$ cat config.mk
export PLATFORM = sky130hd
export DESIGN_NAME = wildcard_byte_pattern_scan_unit
export DESIGN_NICKNAME = d
export VERILOG_FILES = /design/src/rtl/wbps_pkg.sv /design/src/rtl/wbps_match.sv /design/src/rtl/wildcard_byte_pattern_scan_unit.sv
export VERILOG_INCLUDE_DIRS = /design/src /design/src/rtl
export SDC_FILE = /design/constraint.sdc
export NUM_CORES = 1
export LEC_CHECK = 0
export BUFFER_PORTS_ARGS = -buffer_cell sky130_fd_sc_hd__buf_2
export CAP_MARGIN = 20
export CORE_ASPECT_RATIO = 1.5
export CORE_MARGIN = 1.5
export CORE_UTILIZATION = 45
export DETAILED_ROUTE_END_ITERATION = 10
export PLACE_DENSITY = 0.6
export SYNTH_ARGS = -nofsm -noshare
export SYNTH_HDL_FRONTEND = slang
export SYNTH_SLANG_ARGS = --single-unit
export TNS_END_PERCENT = 100
$ cat constraint.sdc
create_clock -name i_clk -period 10.9 [get_ports i_clk]
set_input_delay 0.545 -clock i_clk [delete_from_list [all_inputs] [get_ports i_clk]]
set_output_delay 0.545 -clock i_clk [all_outputs]
set_load 0.02 [all_outputs]
$ cat src/rtl/assert_macros.svh
// Assertion macros used by the top-level RTL file.
`ifndef ASSERT_MACROS_SVH
`define ASSERT_MACROS_SVH

// Same-cycle implication, checked out of reset.
`define ASSERT_IMP(lbl, clk, rstn, ante, cons) \
    lbl: assert property (@(posedge clk) disable iff (!(rstn)) (ante) |-> (cons)) \
        else $error("assertion failed: same-cycle implication");

// Next-cycle implication, checked out of reset.
`define ASSERT_NXT(lbl, clk, rstn, ante, cons) \
    lbl: assert property (@(posedge clk) disable iff (!(rstn)) (ante) |=> (cons)) \
        else $error("assertion failed: next-cycle implication");

`endif

$ cat src/rtl/wbps_pkg.sv
// Shared constants and types for the wildcard byte pattern scanner.
`timescale 1ns / 1ps
package wbps_pkg;

    localparam int MAX_PATTERN_BYTES = 16;
    localparam int BYTE_W    = 8;
    localparam int LEN_W     = 5;
    localparam int CNT_W     = 32;
    localparam int CFG_W     = 64;
    localparam int CFG_IDX_W = 2;
    localparam int IDX_W     = (MAX_PATTERN_BYTES > 1) ? $clog2(MAX_PATTERN_BYTES) : 1;

    localparam logic [LEN_W-1:0] MAX_LEN = LEN_W'(MAX_PATTERN_BYTES);

    typedef logic [MAX_PATTERN_BYTES-1:0][BYTE_W-1:0] t_window;

    typedef enum logic [CFG_IDX_W-1:0] {
        REG_PATTERN_LOW    = 2'd0,
        REG_PATTERN_HIGH   = 2'd1,
        REG_PATTERN_LENGTH = 2'd2
    } t_cfg_reg;

    typedef struct packed {
        logic             hit;
        logic [CNT_W-1:0] offset;
    } t_match;

endpackage

$ cat src/rtl/wbps_match.sv
// Parallel wildcard compare of the byte window against the signature.
`timescale 1ns / 1ps
module wbps_match (
    input  wbps_pkg::t_window                i_window,
    input  wbps_pkg::t_window                i_pattern,
    input  logic [wbps_pkg::LEN_W-1:0]       i_length,
    input  logic [wbps_pkg::CNT_W-1:0]       i_count,
    output wbps_pkg::t_match                 o_match
);

    always_comb begin
        logic [wbps_pkg::LEN_W-1:0] lc;
        logic [wbps_pkg::LEN_W-1:0] lw;
        logic [wbps_pkg::LEN_W-1:0] idx;
        logic                       ok;
        lc  = (i_length > wbps_pkg::MAX_LEN) ? wbps_pkg::MAX_LEN : i_length;
        lw  = (lc == '0) ? wbps_pkg::LEN_W'(1) : lc;
        ok  = (i_count >= wbps_pkg::CNT_W'(lw));
        idx = '0;
        // pattern byte j lines up with window entry lc-1-j (entry 0 newest)
        for (int j = 0; j < wbps_pkg::MAX_PATTERN_BYTES; j++) begin
            idx = lc - wbps_pkg::LEN_W'(1) - wbps_pkg::LEN_W'(j);
            if ((wbps_pkg::LEN_W'(j) < lc) && (i_pattern[j] != '0) &&
                (i_window[idx[wbps_pkg::IDX_W-1:0]] != i_pattern[j])) begin
                ok = 1'b0;
            end
        end
        o_match.hit    = ok;
        o_match.offset = i_count - wbps_pkg::CNT_W'(lw);
    end

endmodule

$ cat src/rtl/wildcard_byte_pattern_scan_unit.sv
// Top level of the wildcard byte pattern scanner.
//
//  channel  | handshake                | payload
//  ---------+--------------------------+------------------------------
//  input    | i_in_valid / o_in_ready  | i_data_byte, i_last
//  result   | o_out_valid / i_out_ready| o_found, o_match_offset
//  config   | i_cfg_we (no wait)       | i_cfg_index, i_cfg_data
//
// One byte per cycle while the result is not stalled; a request passes through
// the input register, and its result, if any, goes on to the result register.
// The window compare is one pass of parallel byte compares plus a 32-bit
// subtract and compare. Reset is synchronous and clears scan state and config.
// A stalled result holds the input register, which holds o_in_ready low.
`timescale 1ns / 1ps
`include "assert_macros.svh"
module wildcard_byte_pattern_scan_unit (
    input  logic                              i_clk,
    input  logic                              i_rst_n,
    input  logic                              i_in_valid,
    output logic                              o_in_ready,
    input  logic [wbps_pkg::BYTE_W-1:0]       i_data_byte,
    input  logic                              i_last,
    output logic                              o_out_valid,
    input  logic                              i_out_ready,
    output logic                              o_found,
    output logic [wbps_pkg::CNT_W-1:0]        o_match_offset,
    input  logic                              i_cfg_we,
    input  logic [wbps_pkg::CFG_IDX_W-1:0]    i_cfg_index,
    input  logic [wbps_pkg::CFG_W-1:0]        i_cfg_data
);

    logic [wbps_pkg::CFG_W-1:0]  r_pat_low;
    logic [wbps_pkg::CFG_W-1:0]  r_pat_high;
    logic [wbps_pkg::LEN_W-1:0]  r_pat_len;

    logic                        r_s1_valid;
    logic [wbps_pkg::BYTE_W-1:0] r_s1_byte;
    logic                        r_s1_last;

    wbps_pkg::t_window           r_win, n_win;
    logic [wbps_pkg::CNT_W-1:0]  r_count, n_count;
    logic                        r_matched;

    logic                        r_out_valid;
    logic                        r_found;
    logic [wbps_pkg::CNT_W-1:0]  r_offset;

    logic                        out_free;
    logic                        s1_fire;
    logic                        in_fire;
    logic                        emit;
    wbps_pkg::t_match            match;

    assign out_free   = !r_out_valid || i_out_ready;
    assign s1_fire    = r_s1_valid && out_free;
    assign o_in_ready = !r_s1_valid || out_free;
    assign in_fire    = i_in_valid && o_in_ready;

    always_comb begin
        n_win[0] = r_s1_byte;
        for (int k = 1; k < wbps_pkg::MAX_PATTERN_BYTES; k++) begin
            n_win[k] = r_win[k-1];
        end
        n_count = (r_count == '1) ? r_count : r_count + wbps_pkg::CNT_W'(1);
    end

    wbps_match u_match (
        .i_window  (n_win),
        .i_pattern ({r_pat_high, r_pat_low}),
        .i_length  (r_pat_len),
        .i_count   (n_count),
        .o_match   (match)
    );

    assign emit = s1_fire && !r_matched && (match.hit || r_s1_last);

    // configuration
    always_ff @(posedge i_clk) begin
        if (!i_rst_n) begin
            r_pat_low  <= '0;
            r_pat_high <= '0;
            r_pat_len  <= wbps_pkg::LEN_W'(1);
        end else if (i_cfg_we) begin
            case (i_cfg_index)
                wbps_pkg::REG_PATTERN_LOW:    r_pat_low  <= i_cfg_data;
                wbps_pkg::REG_PATTERN_HIGH:   r_pat_high <= i_cfg_data;
                wbps_pkg::REG_PATTERN_LENGTH: r_pat_len  <= i_cfg_data[wbps_pkg::LEN_W-1:0];
                default: ;
            endcase
        end
    end

    // input register
    always_ff @(posedge i_clk) begin
        if (!i_rst_n) begin
            r_s1_valid <= 1'b0;
        end else if (o_in_ready) begin
            r_s1_valid <= i_in_valid;
        end
    end

    always_ff @(posedge i_clk) begin
        if (in_fire) begin
            r_s1_byte <= i_data_byte;
            r_s1_last <= i_last;
        end
    end

    // scan state; window entries beyond the count never decide a hit
    always_ff @(posedge i_clk) begin
        if (!i_rst_n) begin
            r_count   <= '0;
            r_matched <= 1'b0;
        end else if (s1_fire) begin
            if (r_s1_last) begin
                r_count   <= '0;
                r_matched <= 1'b0;
            end else if (!r_matched) begin
                r_count   <= n_count;
                r_matched <= match.hit;
            end
        end
    end

    always_ff @(posedge i_clk) begin
        if (s1_fire && !r_matched) begin
            r_win <= n_win;
        end
    end

    // result register
    always_ff @(posedge i_clk) begin
        if (!i_rst_n) begin
            r_out_valid <= 1'b0;
        end else if (out_free) begin
            r_out_valid <= emit;
        end
    end

    always_ff @(posedge i_clk) begin
        if (emit) begin
            r_found  <= match.hit;
            r_offset <= match.hit ? match.offset : '0;
        end
    end

    assign o_out_valid    = r_out_valid;
    assign o_found        = r_found;
    assign o_match_offset = r_offset;

    `ASSERT_IMP(a_notfound_zero, i_clk, i_rst_n, r_out_valid && !r_found, r_offset == '0)
    `ASSERT_NXT(a_last_clears, i_clk, i_rst_n, s1_fire && r_s1_last, (r_count == '0) && !r_matched)
    `ASSERT_NXT(a_hit_reported, i_clk, i_rst_n, s1_fire && !r_matched && match.hit, r_out_valid && r_found)

endmodule
==> results of run 1 <==
-- worst max path at each step --
stage / from / to / cells after the start
2_1_floorplan: i_out_ready / o_found / 4
3_3_place_gp: r_pat_len[0] / o_found / 17
3_5_place_dp: r_pat_len[0] / o_match_offset[29] / 17
4_1_cts: r_pat_len[0] / o_match_offset[28] / 17
5_1_grt: r_pat_len[0] / o_match_offset[28] / 18
6_report: r_pat_len[0] / o_match_offset[28] / 18
-- layer usage --
layer	vias up	part of all wire (%)	track usage, %
met4	2	8.0	23.37
met2	1041	50	56.01
met5	-	0.020	0
met3	289	7.6	4.936
met1	9830	35	36.94
li1	8879	-	-
-- power by group through the flow --
stage | sequential [W] | clock, W | combinational, W
finish | 0.00145 | 0.00134 | 0.00103
global route | 0.00145 | 0.00140 | 0.00109
CTS | 0.00144 | 0.00136 | 0.00100
detailed placement | 0.00147 | 0 | 0.000999
global placement | 0.00147 | 0 | 0.000991
floorplan | 0.00145 | 0 | 0.000704
-- Yosys cell counts, types with 11 or more instances --
cell type and number:
nand2b_1 13, nor4_1 45, mux2i_1 239, a21oi_1 207, a31oi_1 12, nor2_1 130, a211o_1 13, mux4_2 101
a222oi_1 11, clkbuf_1 105, xnor2_1 127, nand3_1 44, a22oi_1 34, edfxtp_1 162, buf_2 34, o22ai_1 50
xor2_1 64, mux2_2 22, buf_1 29, a22o_1 21, nand2_1 351, nor3_1 35, dfxtp_1 168, ha_1 14
nand4_1 32, inv_1 18, o21ai_0 49
-- cell families (layout without fill, tap and decap cells) --
group | count (synthesis) | in the layout | synth area share [%]
fa+ha+maj | 15 | 15 | 0.8613
compound gates | 519 | 519 | 14.80
flops | 330 | 330 | 36.31
simple gates | 733 | 733 | 15.01
other cells | 0 | 3 | 0
xor+xnor | 195 | 195 | 7.697
buf+inv | 197 | 250 | 3.633
mux | 362 | 362 | 21.69
-- worst max-delay path, stage by stage, from the launching register on --
cell,delay [ns]
dfxtp_2,0.67
nor2b_4,0.56
clkinv_2,0.78
ha_1,0.66
xnor2_4,0.50
inv_1,0.14
buf_4,0.26
ha_1,0.22
a21oi_1,0.21
xnor2_2,0.30
buf_8,0.24
mux2i_1,0.27
xor2_1,0.19
nand4_1,0.09
o21ai_0,0.83
nand4_1,0.38
or4b_1,0.61
buf_4,0.28
a21boi_4,0.84
-- sequential cells by signal, indices dropped and copies added (netlist names) --
register,cells
n_win,120
o_found,1
o_match_offset,32
o_out_valid,1
r_count,32
r_matched,1
r_pat_high,64
r_pat_len,5
r_pat_low,64
r_s1_byte,8
r_s1_last,1
r_s1_valid,1
-- metrics by stage --
stage,cells,hold slack (ns)
final,3070,0.1649
after global routing,3070,0.1559
after CTS,3061,0.1494
after detailed placement,2995,0.4814
after global placement,2994,0.4731
after floorplan,2351,0.4607
-- final cells by class --
class / count / area (sq um) / share of cell area (%)
clock buffer: 46 / 1086 / 4.321
tap: 663 / 829.5 / 3.301
antenna: 3 / 7.507 / 0.02987
multi-input combinational: 1824 / 13680 / 54.45
timing repair buffer: 162 / 993.5 / 3.953
clock inverter: 20 / 211.5 / 0.8414
inverter: 22 / 86.33 / 0.3435
sequential: 330 / 8234 / 32.76
==> flow_metrics.tcl, run 1 <==
set metrics [dict create \
    cellLeakagePower_nw 9.062 \
    synth_edf_count 162 \
    dr.pass1.iters 10 \
    post-cts-setup-buffers 0 \
    worstMarginPinSlew_ns 1.166 \
    cts_root_buf "clkbuf_16" \
    htree_levels 2 \
    status "complete, no violations" \
    num_io_pins 115 \
    grt_use_total_pct 32.81 \
    seqPwrFrac_pct 37.9 \
    drc 0 \
    postPlaceCellArea_sq_mm 0.02372 \
    grt_pass1_vias 19250 \
    async_reset_ff_share_pct 0 \
    worstPathRequired_ns 11.06 \
    core_sq_mm 0.04967 \
    power_switching_share_pct 32.58 \
    grt_overflow 0 \
    placementRows 100 \
    cap_violations 0 \
    dieWidth_um 186.2 \
    power.share.combinational_pct 27.0 \
    worst_setup_path_start_kind "flop" \
    yosys.area.top_type_share_pct 21.47 \
    grt_max_degree 89 \
    syn_inst 2351 \
    r2r_end "o_match_offset[28]" \
    cts_tree "built" \
    rsz0062_at_grt "no" \
    yosys_most_used_dff "dfxtp_1" \
    timing_worst_setup_path_type "reg -> reg" \
    clock_latency_ns 0.56 \
    slew_viol_final 0 \
    synth_nets 2446 \
    routabilityCongestion 1.033 \
    start_util_pct 45.62 \
    pre_cts_ws_ns 2.476 \
    final_nets 2471 \
    yosysTopAreaCell "edfxtp_1" \
    ant_nets 0 \
    syn_avg_cell_area_sq_um 9.639 \
    cts.clk_slew.worst_paths_ns 0.07 \
    max_slew_margin_pct 21.46 \
    worst_setup_path_end_kind "flop" \
    synth_area_sq_mm 0.02266 \
    yosysWarningCount 0 \
    post-dp-hpwl_um 63510 \
    cts_resized 0 \
    via_per_inst 6.528 \
    path_max_fanout 40 \
    post-route-util_pct 50.59 \
    worstPathArrival_ns 8.66 \
    period_share_pct 78.00 \
    clock_path_buffers 3 \
    final_cell_mix "nand2_1, mux2i_1, a21oi_1, dfxtp_1, edfxtp_1" \
    cts_inserted_buffers 36 \
    clock_power_share_pct 35.1 \
    final_common_cell "nand2_1" \
    ys_seq_elements 330 \
    vias 20040 \
    die_h_um 277.8 \
    ys_seq_area_share_pct 36.31 \
    worstReg2RegStart "r_pat_len[0]" \
    grt_pass1_wl_um 125200 \
    ys_top_cells_by_area "edfxtp_1, dfxtp_1, mux2i_1, mux4_2, nand2_1" \
    p_switching_w 0.001242 \
    synth.distinct_cells 85 \
    wl_per_cell_um 27.72 \
    dieArea_sq_mm 0.05174 \
    hold_buffers 0 \
    portBuffers 114 \
    fmax_ghz 0.1176 \
    drive_gt1_share_pct 16.22 \
    period_minus_slack_ns 8.502 \
    finalHoldViolCount 0 \
    worstHoldPathType "in -> reg" \
    ir_drop_mv 0.1122 \
    first_iter_violations 2174 \
    setup-tns-final_ns 0 \
    fin_skew_ns 0.02034 \
    wirelength_um 85110 \
    clock-sinks 330 \
    antenna_found_initial 4 \
    min_to "r_s1_byte[1]" \
    power_density_mw_per_mm2 151.7 \
    min_from "i_data_byte[1]" \
    intPower_w 0.002570 \
    rrSetupSlack_ns 2.40 \
    fill_cells 4572 \
    final_cell_area_sq_mm 0.02513 \
    power_w 0.003813 \
    setup_viol 0 \
    min_path_cells 1 \
    finalWorstSetupSlack_ns 2.398 \
    ff2ff_path_depth 18 \
    syn_to_final_growth_pct 10.90 \
]
(Power assumes the default switching activity.)
==> inputs of run 2 (changes only) <==
==> constraint.sdc (replaced) <==
create_clock -name i_clk -period 8.45 [get_ports i_clk]
set_input_delay 0.4225 -clock i_clk [delete_from_list [all_inputs] [get_ports i_clk]]
set_output_delay 0.4225 -clock i_clk [all_outputs]
set_load 0.02 [all_outputs]
==> flow_metrics.tcl, run 2 (same netlist as run 1, synthesis figures left out) <==
set metrics [dict create \
    hold_buffers 0 \
    clock_path_buffers 3 \
    r2r_end "o_match_offset[14]" \
    wl_per_cell_um 27.86 \
    worstPathArrival_ns 7.09 \
    fin_skew_ns 0.02048 \
    stdcell_count 3077 \
    post-dp-hpwl_um 64160 \
    cellLeakagePower_nw 9.060 \
    placementRows 100 \
    clock-sinks 330 \
    worstHoldPathType "in -> reg" \
    routabilityCongestion 1.051 \
    dieArea_sq_mm 0.05174 \
    grt_overflow 0 \
    first_iter_violations 2058 \
    num_io_pins 115 \
    rsz0062_at_grt "no" \
    grt_use_total_pct 33.08 \
    cts_inserted_buffers 37 \
    ff2ff_path_depth 17 \
    final_nets 2478 \
    grt_pass1_vias 18990 \
    post-route-util_pct 50.57 \
    setup_viol 0 \
    htree_levels 2 \
    drc 0 \
    final_common_cell "nand2_1" \
    largest_register_ff_count 120 \
    worstPathRequired_ns 8.65 \
    antenna_found_initial 3 \
    finalHoldViolCount 0 \
    pre_cts_ws_ns 1.644 \
    wirelength_um 85740 \
    setup-tns-final_ns 0 \
    period_minus_slack_ns 6.897 \
    worstMarginPinSlew_ns 1.168 \
    power_density_mw_per_mm2 196.5 \
    slew_viol_final 0 \
    worst_setup_path_end_kind "flop" \
    ir_drop_mv 0.1368 \
    cts_resized 0 \
    portBuffers 114 \
    critPathLaunch "r_pat_len[4]" \
    grt_max_degree 88 \
    finalWorstSetupSlack_ns 1.553 \
    post-cts-setup-buffers 0 \
    timing_worst_setup_path_type "reg -> reg" \
    seqPwrFrac_pct 37.8 \
    clock_power_share_pct 34.8 \
    final_cell_mix "nand2_1, mux2i_1, a21oi_1, dfxtp_1, edfxtp_1" \
    clock_latency_ns 0.56 \
    period_share_pct 81.62 \
    place_inst 3005 \
    cap_violations 0 \
    power.share.combinational_pct 27.4 \
    p_switching_w 0.001630 \
    dieWidth_um 186.2 \
    ant_nets 0 \
    core_sq_mm 0.04967 \
    intPower_w 0.003307 \
    start_util_pct 45.62 \
    cts_root_buf "clkbuf_16" \
    worstReg2RegStart "r_pat_len[4]" \
    path_max_fanout 33 \
    worst_setup_path_start_kind "flop" \
    grt_pass1_wl_um 125600 \
    drive_gt1_share_pct 16.38 \
    syn_to_final_growth_pct 10.84 \
    fmax_ghz 0.1450 \
    cts.clk_slew.worst_paths_ns 0.06 \
    cts_tree "built" \
    vias 20080 \
    via_per_inst 6.525 \
    dr.pass1.iters 5 \
    crit_path_end "o_match_offset[14]" \
    max_slew_margin_pct 21.56 \
    die_h_um 277.8 \
    rrSetupSlack_ns 1.55 \
    status "complete, no violations" \
    power_switching_share_pct 33.02 \
]
run 2: cell types whose count changed in the layout (fill, tap and decap cells not counted), moves of 2 or more:
cell       delta
buf_4         +9
buf_8         -3
clkbuf_8      +3
clkinv_2      -3
clkbuf_1      +2
clkbuf_16     -2
clkbuf_2      +2
inv_4         -2
run 2: layout make-up:
type,count,area [sq um]
multi-input cells,1824,13680
flip-flops and latches,330,8234
diodes,3,7.507
inverters,22,86.33
clock inverters,16,183.9
clock buffers,51,1095
repair buffers,168,999.7
fillers,4560,24550
well taps,663,829.5
run 2: worst max-delay path, stage by stage (launching register included):
cell	delay, ns
dfxtp_1	0.65
buf_4	0.43
nand2b_1	0.55
xnor2_4	0.31
inv_1	0.17
buf_4	0.33
ha_1	0.20
a21boi_0	0.16
xnor2_1	0.98
mux2_2	0.42
a221oi_1	0.37
xnor2_1	0.17
nand3_1	0.08
o41ai_1	0.31
nand2_1	0.20
or4b_1	0.59
a21boi_4	0.17
buf_4	0.39
run 2: worst min path at each step:
| stage | end | startpoint | slack [ns] | depth (start not counted) |
|---|---|---|---|---|
| 2_1_floorplan | r_pat_high[15] | r_pat_high[15] | 0.46 | 2 |
| 3_3_place_gp | r_pat_high[42] | r_pat_high[42] | 0.48 | 2 |
| 3_5_place_dp | r_pat_high[62] | r_pat_high[62] | 0.48 | 2 |
| 4_1_cts | r_s1_byte[0] | i_data_byte[0] | 0.03 | 1 |
| 5_1_grt | r_s1_last | i_last | 0.04 | 1 |
| 6_report | r_s1_byte[0] | i_data_byte[0] | 0.04 | 1 |
run 2: metal layers:
metal	global-route usage, %	up-vias	part of all wire [%]
li1	-	8896	-
met1	37.92	9935	36
met2	54.27	958	48
met3	5.540	288	7.1
met4	25.79	0	9.0
met5	0	-	0
run 2: power by group through the flow:
| stage | Sequential (W) | Clock [W] | Combinational, W |
|---|---|---|---|
| after floorplan | 0.00188 | 0 | 0.000908 |
| after global placement | 0.00189 | 0 | 0.00131 |
| after detailed placement | 0.00189 | 0 | 0.00132 |
| after CTS | 0.00186 | 0.00175 | 0.00132 |
| after global routing | 0.00187 | 0.00181 | 0.00142 |
| final | 0.00186 | 0.00172 | 0.00135 |
run 2: through the flow:
stage	hold slack [ns]	cell area, sq um	power, W
3_5_place_dp	0.4774	23790	0.003215
3_3_place_gp	0.4768	23790	0.003204
6_report	0.04409	25120	0.004937
2_1_floorplan	0.4607	22660	0.002784
4_1_cts	0.02723	25070	0.004933
5_1_grt	0.03858	25120	0.005106
